File: config.mk
export PLATFORM = sky130hd
export DESIGN_NAME = bounded_deque_engine_core
export DESIGN_NICKNAME = d
export VERILOG_FILES = /design/src/hw/rtl/bde_pkg.sv /design/src/hw/rtl/bde_ram.sv /design/src/hw/rtl/bde_ctrl.sv /design/src/hw/rtl/bde_datapath.sv /design/src/hw/rtl/bounded_deque_engine_core.sv
export SDC_FILE = /design/constraint.sdc
export NUM_CORES = 2
export LEC_CHECK = 0
export BUFFER_PORTS_ARGS = -buffer_cell sky130_fd_sc_hd__buf_2
export CORE_ASPECT_RATIO = 1.2
export CORE_UTILIZATION = 50
export CTS_BUF_LIST = sky130_fd_sc_hd__clkbuf_2
export DETAILED_ROUTE_END_ITERATION = 6
export HOLD_SLACK_MARGIN = 0.15
export PLACE_DENSITY = 0.65
export SLEW_MARGIN = 15
export SYNTH_ARGS = -nofsm -noshare
export SYNTH_HDL_FRONTEND = slang
export SYNTH_SLANG_ARGS = --single-unit
File: constraint.sdc
create_clock -name clk -period 6.07 [get_ports clk]
set_input_delay 1.5175 -clock clk [delete_from_list [all_inputs] [get_ports clk]]
set_output_delay 1.5175 -clock clk [all_outputs]
set_load 0.02 [all_outputs]
File: src/hw/rtl/bde_pkg.sv
// Shared types and constants for the bounded deque engine.
`timescale 1ns / 1ps

package bde_pkg;

  // Payload field widths
  localparam int WORD_W   = 32;
  localparam int COUNT_W  = 7;
  localparam int REQ_W    = 3;
  localparam int STAT_W   = 2;
  localparam int TDATA_W  = 40;

  // Default sizing handed to the top level
  localparam int DEF_DEPTH     = 64;
  localparam int DEF_WORD_BITS = 32;

  // Request codes carried on s_tuser
  typedef enum logic [REQ_W-1:0] {
    REQ_PUSH_FRONT = 3'd0,
    REQ_PUSH_BACK  = 3'd1,
    REQ_DROP_FRONT = 3'd2,
    REQ_DROP_BACK  = 3'd3,
    REQ_DUMP       = 3'd4
  } bde_req_t;

  // Result status carried on m_tuser
  typedef enum logic [STAT_W-1:0] {
    STAT_OK    = 2'd0,
    STAT_FULL  = 2'd1,
    STAT_UNDER = 2'd2,
    STAT_EMPTY = 2'd3
  } bde_stat_t;

  // Operation issued by the controller for an accepted item
  typedef enum logic [2:0] {
    OP_NONE,
    OP_PUSH_FRONT,
    OP_PUSH_BACK,
    OP_DROP_FRONT,
    OP_DROP_BACK,
    OP_DUMP_EMPTY,
    OP_DUMP_START
  } bde_op_t;

  // Controller states
  typedef enum logic {
    S_IDLE,
    S_DUMP
  } bde_state_t;

  // Commands from controller to datapath
  typedef struct packed {
    bde_op_t op;
    logic    issue;
    logic    load;
  } bde_cmd_t;

  // Status from datapath to controller
  typedef struct packed {
    logic out_valid;
    logic pend;
    logic rem_zero;
    logic count_zero;
  } bde_status_t;

endpackage

File: src/hw/rtl/bde_ram.sv
// Generic simple dual-port RAM with registered read.
`timescale 1ns / 1ps

module bde_ram #(
  parameter int WIDTH = 32,
  parameter int DEPTH = 64
) (
  input  logic                     clk,
  input  logic                     we,
  input  logic [$clog2(DEPTH)-1:0] waddr,
  input  logic [WIDTH-1:0]         wdata,
  input  logic                     re,
  input  logic [$clog2(DEPTH)-1:0] raddr,
  output logic [WIDTH-1:0]         rdata
);

  logic [WIDTH-1:0] mem [DEPTH];

  // Write port
  always_ff @(posedge clk) begin
    if (we) begin
      mem[waddr] <= wdata;
    end
  end

  // Read port, data held until the next read
  always_ff @(posedge clk) begin
    if (re) begin
      rdata <= mem[raddr];
    end
  end

endmodule

File: src/hw/rtl/bde_ctrl.sv
// Controller state machine for the bounded deque engine.
`timescale 1ns / 1ps

module bde_ctrl (
  input  logic                       clk,
  input  logic                       rst,
  input  logic                       s_tvalid,
  output logic                       s_tready,
  input  logic [bde_pkg::REQ_W-1:0]  req_type,
  input  logic                       m_tready,
  input  bde_pkg::bde_status_t       stat,
  output bde_pkg::bde_cmd_t          cmd
);

  bde_pkg::bde_state_t state, state_next;
  logic                out_free;

  // State register
  always_ff @(posedge clk) begin
    if (rst) begin
      state <= bde_pkg::S_IDLE;
    end else begin
      state <= state_next;
    end
  end

  assign out_free = !stat.out_valid || m_tready;

  // Next state and commands
  always_comb begin
    state_next = state;
    s_tready   = 1'b0;
    cmd.op     = bde_pkg::OP_NONE;
    cmd.issue  = 1'b0;
    cmd.load   = 1'b0;
    unique case (state)
      bde_pkg::S_IDLE: begin
        s_tready = out_free;
        if (s_tvalid && out_free) begin
          unique case (req_type)
            bde_pkg::REQ_PUSH_FRONT: cmd.op = bde_pkg::OP_PUSH_FRONT;
            bde_pkg::REQ_PUSH_BACK:  cmd.op = bde_pkg::OP_PUSH_BACK;
            bde_pkg::REQ_DROP_FRONT: cmd.op = bde_pkg::OP_DROP_FRONT;
            bde_pkg::REQ_DROP_BACK:  cmd.op = bde_pkg::OP_DROP_BACK;
            bde_pkg::REQ_DUMP: begin
              if (stat.count_zero) begin
                cmd.op = bde_pkg::OP_DUMP_EMPTY;
              end else begin
                cmd.op     = bde_pkg::OP_DUMP_START;
                state_next = bde_pkg::S_DUMP;
              end
            end
            default: cmd.op = bde_pkg::OP_NONE;
          endcase
        end
      end
      bde_pkg::S_DUMP: begin
        // Move read data out, refill the read stage behind it
        cmd.load  = stat.pend && out_free;
        cmd.issue = !stat.rem_zero && (!stat.pend || cmd.load);
        if (stat.rem_zero && (!stat.pend || cmd.load)) begin
          state_next = bde_pkg::S_IDLE;
        end
      end
      default: state_next = bde_pkg::S_IDLE;
    endcase
  end

endmodule

File: src/hw/rtl/bde_datapath.sv
// Datapath: pointers, fill count, ring store and output register.
`timescale 1ns / 1ps

module bde_datapath #(
  parameter int DEPTH     = bde_pkg::DEF_DEPTH,
  parameter int WORD_BITS = bde_pkg::DEF_WORD_BITS
) (
  input  logic                         clk,
  input  logic                         rst,
  input  bde_pkg::bde_cmd_t            cmd,
  input  logic [bde_pkg::WORD_W-1:0]   data_word,
  input  logic [bde_pkg::COUNT_W-1:0]  drop_count,
  input  logic                         m_tready,
  output bde_pkg::bde_status_t         stat,
  output logic                         out_valid,
  output logic [bde_pkg::WORD_W-1:0]   out_word,
  output logic                         out_last,
  output bde_pkg::bde_stat_t           out_status,
  output logic [bde_pkg::COUNT_W-1:0]  out_fill
);

  localparam int PTR_W = $clog2(DEPTH);
  localparam int CNT_W = $clog2(DEPTH + 1);
  localparam logic [PTR_W:0] DEPTH_S = (PTR_W + 1)'(DEPTH);

  logic [PTR_W-1:0]     front, back, rd_ptr;
  logic [PTR_W-1:0]     front_next, back_next;
  logic [CNT_W-1:0]     count, count_next, rem, n_eff;
  logic [PTR_W:0]       n_mod;
  logic                 pend, pend_last, full, over, result;
  logic [PTR_W-1:0]     front_dec1, back_inc1, front_incn, back_decn, rd_inc1;
  logic [WORD_BITS-1:0] rdata;
  logic                 we;
  logic [PTR_W-1:0]     waddr;
  bde_pkg::bde_stat_t   res_status;

  // Fold a sum below twice the depth back into the ring
  function automatic logic [PTR_W-1:0] wrap(input logic [PTR_W:0] s);
    wrap = (s >= DEPTH_S) ? PTR_W'(s - DEPTH_S) : PTR_W'(s);
  endfunction

  // Clamp the drop amount to the fill
  assign full  = (count == CNT_W'(DEPTH));
  assign over  = (drop_count > bde_pkg::COUNT_W'(count));
  assign n_eff = over ? count : CNT_W'(drop_count);
  assign n_mod = (n_eff == CNT_W'(DEPTH)) ? '0 : (PTR_W + 1)'(n_eff);

  // Pointer moves
  assign front_dec1 = wrap({1'b0, front} + DEPTH_S - (PTR_W + 1)'(1));
  assign back_inc1  = wrap({1'b0, back} + (PTR_W + 1)'(1));
  assign front_incn = wrap({1'b0, front} + (PTR_W + 1)'(n_eff));
  assign back_decn  = wrap({1'b0, back} + DEPTH_S - n_mod);
  assign rd_inc1    = wrap({1'b0, rd_ptr} + (PTR_W + 1)'(1));

  // Next pointers, fill and result status
  always_comb begin
    front_next = front;
    back_next  = back;
    count_next = count;
    res_status = bde_pkg::STAT_OK;
    result     = 1'b1;
    case (cmd.op)
      bde_pkg::OP_PUSH_FRONT: begin
        if (full) begin
          res_status = bde_pkg::STAT_FULL;
        end else begin
          front_next = front_dec1;
          count_next = count + CNT_W'(1);
        end
      end
      bde_pkg::OP_PUSH_BACK: begin
        if (full) begin
          res_status = bde_pkg::STAT_FULL;
        end else begin
          back_next  = back_inc1;
          count_next = count + CNT_W'(1);
        end
      end
      bde_pkg::OP_DROP_FRONT: begin
        front_next = front_incn;
        count_next = count - n_eff;
        res_status = over ? bde_pkg::STAT_UNDER : bde_pkg::STAT_OK;
      end
      bde_pkg::OP_DROP_BACK: begin
        back_next  = back_decn;
        count_next = count - n_eff;
        res_status = over ? bde_pkg::STAT_UNDER : bde_pkg::STAT_OK;
      end
      bde_pkg::OP_DUMP_EMPTY: res_status = bde_pkg::STAT_EMPTY;
      default: result = 1'b0;
    endcase
  end

  // Ring store write
  assign we    = !full && (cmd.op == bde_pkg::OP_PUSH_FRONT || cmd.op == bde_pkg::OP_PUSH_BACK);
  assign waddr = (cmd.op == bde_pkg::OP_PUSH_FRONT) ? front_dec1 : back;

  bde_ram #(
    .WIDTH (WORD_BITS),
    .DEPTH (DEPTH)
  ) u_ram (
    .clk   (clk),
    .we    (we),
    .waddr (waddr),
    .wdata (WORD_BITS'($unsigned(data_word))),
    .re    (cmd.issue),
    .raddr (rd_ptr),
    .rdata (rdata)
  );

  // Control registers
  always_ff @(posedge clk) begin
    if (rst) begin
      front     <= '0;
      back      <= '0;
      count     <= '0;
      rd_ptr    <= '0;
      rem       <= '0;
      pend      <= 1'b0;
      out_valid <= 1'b0;
    end else begin
      front <= front_next;
      back  <= back_next;
      count <= count_next;
      if (cmd.op == bde_pkg::OP_DUMP_START) begin
        rd_ptr <= front;
        rem    <= count;
      end
      // Advance the dump read stage
      if (cmd.issue) begin
        rd_ptr <= rd_inc1;
        rem    <= rem - CNT_W'(1);
        pend   <= 1'b1;
      end else if (cmd.load) begin
        pend <= 1'b0;
      end
      // Output register occupancy
      if (result || cmd.load) begin
        out_valid <= 1'b1;
      end else if (m_tready) begin
        out_valid <= 1'b0;
      end
    end
  end

  // Payload registers
  always_ff @(posedge clk) begin
    if (cmd.issue) begin
      pend_last <= (rem == CNT_W'(1));
    end
    if (result) begin
      out_word   <= '0;
      out_last   <= 1'b1;
      out_status <= res_status;
      out_fill   <= bde_pkg::COUNT_W'(count_next);
    end else if (cmd.load) begin
      out_word   <= bde_pkg::WORD_W'($unsigned(rdata));
      out_last   <= pend_last;
      out_status <= bde_pkg::STAT_OK;
      out_fill   <= bde_pkg::COUNT_W'(count);
    end
  end

  assign stat.out_valid  = out_valid;
  assign stat.pend       = pend;
  assign stat.rem_zero   = (rem == '0);
  assign stat.count_zero = (count == '0);

endmodule

File: src/hw/rtl/bounded_deque_engine_core.sv
// Top level of the bounded deque engine: controller plus datapath.
//
//  channel | dir | handshake         | payload
//  s_      | in  | s_tvalid/s_tready | s_tdata {drop_count, data_word}, s_tuser req_type
//  m_      | out | m_tvalid/m_tready | m_tdata {fill_level, out_word}, m_tlast, m_tuser status
//
// Push, drop and dump of an empty queue each give one result item. A dump of n words
// gives n items: after the accepting cycle each word is read in turn through the single
// registered read port of the ring store and then moved to the output register.
// The next item is taken once the dump's last read has moved to the output register.
// A stalled m_ side holds the output register and pauses the dump reads.
// Reset is synchronous; the ring store needs no clearing pass.
`timescale 1ns / 1ps

module bounded_deque_engine_core #(
  parameter int DEPTH     = bde_pkg::DEF_DEPTH,
  parameter int WORD_BITS = bde_pkg::DEF_WORD_BITS
) (
  input  logic                         clk,
  input  logic                         rst,
  input  logic                         s_tvalid,
  output logic                         s_tready,
  // [31:0] data_word, [38:32] drop_count, [39] zero
  input  logic [bde_pkg::TDATA_W-1:0]  s_tdata,
  // [2:0] req_type
  input  logic [bde_pkg::REQ_W-1:0]    s_tuser,
  output logic                         m_tvalid,
  input  logic                         m_tready,
  // [31:0] out_word, [38:32] fill_level, [39] zero
  output logic [bde_pkg::TDATA_W-1:0]  m_tdata,
  output logic                         m_tlast,
  // [1:0] status
  output logic [bde_pkg::STAT_W-1:0]   m_tuser
);

  bde_pkg::bde_cmd_t             cmd;
  bde_pkg::bde_status_t          dp_stat;
  logic [bde_pkg::WORD_W-1:0]    out_word;
  logic [bde_pkg::COUNT_W-1:0]   out_fill;
  bde_pkg::bde_stat_t            out_status;

  bde_ctrl u_ctrl (
    .clk      (clk),
    .rst      (rst),
    .s_tvalid (s_tvalid),
    .s_tready (s_tready),
    .req_type (s_tuser),
    .m_tready (m_tready),
    .stat     (dp_stat),
    .cmd      (cmd)
  );

  bde_datapath #(
    .DEPTH     (DEPTH),
    .WORD_BITS (WORD_BITS)
  ) u_datapath (
    .clk        (clk),
    .rst        (rst),
    .cmd        (cmd),
    .data_word  (s_tdata[31:0]),
    .drop_count (s_tdata[38:32]),
    .m_tready   (m_tready),
    .stat       (dp_stat),
    .out_valid  (m_tvalid),
    .out_word   (out_word),
    .out_last   (m_tlast),
    .out_status (out_status),
    .out_fill   (out_fill)
  );

  // Pack the result item
  assign m_tdata = {1'b0, out_fill, out_word};
  assign m_tuser = out_status;

  // Fill reported never exceeds the ring size
  a_fill_bound: assert property (@(posedge clk) disable iff (rst)
    m_tvalid |-> (m_tdata[38:32] <= bde_pkg::COUNT_W'(DEPTH)))
    else $error("fill level above depth");

  // No new item while dump data is still in the read stage
  a_no_accept_pend: assert property (@(posedge clk) disable iff (rst)
    dp_stat.pend |-> !s_tready)
    else $error("item accepted during dump");

  // An empty dump result carries a zero word and zero fill
  a_empty_dump: assert property (@(posedge clk) disable iff (rst)
    (m_tvalid && m_tuser == bde_pkg::STAT_EMPTY) |->
      (m_tdata[31:0] == '0 && m_tdata[38:32] == '0 && m_tlast))
    else $error("bad empty dump result");

  // A dump read is issued only with room behind it in the output path
  a_issue_room: assert property (@(posedge clk) disable iff (rst)
    (cmd.issue && dp_stat.pend) |-> cmd.load)
    else $error("dump read overwrote pending data");

endmodule

==> impl_metrics.csv <==
group,metric,value,unit
clock_tree,clock_latency,1.79,ns
timing,tightest_slew,1.25,ns
yosys,ys_seq_area_frac,0.769,
yosys,synth_nets,3770,
worst_setup_path,crit_buf_inv,3,
yosys,synthCells,3690,
timing,rsz0062_at_grt,"false",
clock_tree,cts_buffers,530,
power_and_ir_drop,combPwrFrac,0.044,
worst_setup_path,critPathSlowestCell,"nor2b_1",
worst_setup_path,cp_top_family,"buffers and inverters",
floorplanning,core,165000,µm²
placement,gp_congestion,0.844,
yosys,synthFlopType,"edfxtp_1",
floorplanning,initial_utilization,0.505,
yosys,synth.top_cells.by_count,"2090 x edfxtp_1, 628 x mux4_2, 129 x nand2_1",
timing,max_freq,216,MHz
grt,grt_usage,0.236,
power_and_ir_drop,power.density,291,nW/µm²
routing,firstDrtPassIters,7,
routing,drt_wl_total,195,mm
worst_setup_path,cp.required,4.55,ns
yosys,synth_area_per_cell,22.6,µm²
worst_setup_path,critical_path.most_common_cell,"buf_2",
worst_setup_path,endpoint_kind,"output port",
worst_setup_path,critPathMaxStageDelay,0.59,ns
worst_setup_path,startpoint_type,"input pin",
timing,hold_viol,0,
timing,setup_viol,0,
grt,antenna_found_initial,19,
timing,relSlewSlack,0.165,
grt,grt_pass1_vias,42400,
worst_setup_path,path_cells,"dlygate4sd3_1 -> buf_2 -> nor2b_1 -> nor2_1 -> buf_2",
clock_tree,clk_path_buf_depth,4,
worst_setup_path,critical_path_arrival,3.11,ns
floorplanning,dieArea,168000,µm²
yosys,synth_most_common_cell,"edfxtp_1",
floorplanning,rows,163,
power_and_ir_drop,p_leak,28.8,nW
clock_tree,ctsResizeCount,0,
grt,grt_remaining_overflow,0,
layout,nets,4337,
placement,port-buffer-count,89,
placement,hpwl,109,mm
routing,vias,40700,
yosys,synth_cell_types,55,
grt,grt_pass1_wl,284,mm
power_and_ir_drop,max-vdd-ir-drop,0.000240,V
yosys,synthArstFlopShare,0,
clock_tree,cts_root_buffer,"clkbuf_2",
yosys,ys_warn_count,0,
floorplanning,die_x,375,µm
power_and_ir_drop,pwr-share-seq,0.611,
timing,setup_tns,0,ns
power_and_ir_drop,swShare,0.234,
yosys,synth_top_area_cell,"edfxtp_1",
clock_tree,cts_tree,"done",
layout,area_growth_syn_to_layout,10.8,%
worst_setup_path,cp_max_fo,5,
routing,drtIter0Drc,3912,
clock_tree,htree_num_levels,6,
yosys,yosys.area.top_type_share,0.753,
power_and_ir_drop,internal_power,20.6,mW
timing,fin_worst_skew,0.126,ns
status,status,"finished with violations",
min_path,hp-class,"in2reg",
clock_tree,post_cts_buffers,0,
clock_tree,numClockSinks,2158,
routing,drc_errors,2,
yosys,ys_ff_latch,2158,
layout,num-fill-cells,12400,
power_and_ir_drop,netSwitchingPower,6.28,mW
routing,antenna_left,0,
worst_setup_path,worstSetupPathType,"in2out",
yosys,synth-edff-count,2090,
timing,holdWs,0.333,ns
grt,grt_max_degree,94,
run,maxCapViolCount,0,
timing,fin_crit,4.63,ns
clock_tree,clk_pin_slew,0.10,ns
yosys,ys_top_cells_by_area,"edfxtp_1 75%, mux4_2 17%, dfxtp_1 1.6%",
layout,drive_gt1_frac,0.372,
floorplanning,pin_count,92,
floorplanning,die_h,449,µm
timing,slew_viol_final,0,
power_and_ir_drop,clkPwrFrac,0.346,
status,failed_checks,"DRC",
yosys,synthesis.area,83300,µm²
routing,avgRoutedWirePerCell,28.8,µm
routing,vias_per_cell,6.01,
timing,post-route-period-util,0.763,
## final cells by class
| type | instances | area [µm²] | area share |
|---|---|---|---|
| antenna | 14 | 35.0 | 0.000380 |
| sequential | 2158 | 64100 | 0.695 |
| clock buffer | 754 | 3770 | 0.0409 |
| timing repair buffer | 230 | 2010 | 0.0218 |
| inverter | 25 | 98.8 | 0.00107 |
| clock inverter | 130 | 790 | 0.00855 |
| tap | 2145 | 2680 | 0.0291 |
| multi-input combinational | 1312 | 18800 | 0.203 |
## path summary, 6_finish.rpt
path / slack [ns] / startpoint / depth (start not counted) / endpoint
min reg2reg: 0.46 / u_datapath.out_word[16]$_SDFFE_PN0P_ / 2 / u_datapath.out_word[16]$_SDFFE_PN0P_
max: 1.44 / m_tready / 5 / s_tready
min: 0.33 / s_tdata[0] / 1 / u_datapath.u_ram.mem[53][0]$_DFFE_PP_
max reg2reg: 1.86 / u_datapath.out_valid$_SDFFE_PP0P_ / 9 / u_datapath.u_ram.mem[56][29]$_DFFE_PP_
## power groups by stage
stage	Combinational, mW	Sequential [mW]	Clock (mW)
after floorplan	0.682	16.7	0
after global placement	1.15	16.7	0
after detailed placement	1.17	16.7	0
after CTS	1.18	16.4	9.56
after global routing	1.27	16.4	10.3
final	1.17	16.4	9.28
## state kept, by name, indices dropped and copies added (netlist names), 2 cells and up
register and flops:
u_datapath.back 6, u_datapath.count 7, u_datapath.front 6, u_datapath.out_fill 7, u_datapath.out_status 2, u_datapath.out_word 32
u_datapath.rd_ptr 6, u_datapath.rem 7, u_datapath.u_ram.mem 2048, u_datapath.u_ram.rdata 32
## cells by family (layout without fill, tap and decap cells)
family / Yosys count / in the layout / share of synthesized area
AOI/OAI and AO/OA: 216 / 216 / 0.0159
xor gates and xnor gates: 26 / 26 / 0.00273
adders and majority gates: 33 / 33 / 0.00523
buffers and inverters: 220 / 1139 / 0.0114
DFF: 2158 / 2158 / 0.769
muxes: 675 / 675 / 0.175
other: 1 / 15 / 0.0000450
and+or+nand+nor: 361 / 361 / 0.0198
## per-layer routing
| layer | GRT usage | vias to the layer above | share of wire |
|---|---|---|---|
| li1 | - | 17100 | - |
| met1 | 0.318 | 21600 | 0.40 |
| met2 | 0.387 | 1758 | 0.50 |
| met3 | 0.0509 | 283 | 0.075 |
| met4 | 0.0726 | 4 | 0.022 |
| met5 | 0 | - | 0.00016 |
## through the flow
step | worst slack [ns] | power [mW] | instance area (µm²) | instances | util
after CTS | 1.32 | 27.1 | 92200 | 6750 | 0.559
after floorplan | 1.26 | 17.4 | 83300 | 3690 | -
final | 1.44 | 26.8 | 92300 | 6768 | 0.559
after detailed placement | 0.639 | 17.9 | 87500 | 5857 | 0.531
after global routing | 1.26 | 27.9 | 92300 | 6763 | 0.559
after global placement | 0.793 | 17.9 | 87500 | 5857 | 0.531
## cell usage in the layout (no fill, tap or decap), types with 6 or more instances in the layout
master         instances
dfxtp_4                6
nand2_1              129
xor2_1                10
clkinv_2              10
nand4_1                7
nor2b_1               49
buf_4                103
nor2_4                64
nor3_1                10
and3_1                 6
inv_1                 23
clkinv_1              96
nand3_1               17
mux4_2               628
ha_1                  30
clkbuf_2             754
buf_2                 78
a211oi_1              58
dfxtp_1               62
dlygate4sd3_1         13
bufinv_16             11
mux2i_1               41
a21oi_1              102
diode_2               14
buf_12                36
xnor2_1               16
o21ai_0               15
nor2_1                48
a31oi_1               11
edfxtp_1            2090
inv_2                 14
## what timing repair did
action / 4_1_cts / 5_1_grt
hold buffers: 9 / 4
hold endpoints to repair: 16 / 27
setup endpoints to repair: 0 / 0
No activity file was read; power rests on OpenSTA's default activity.
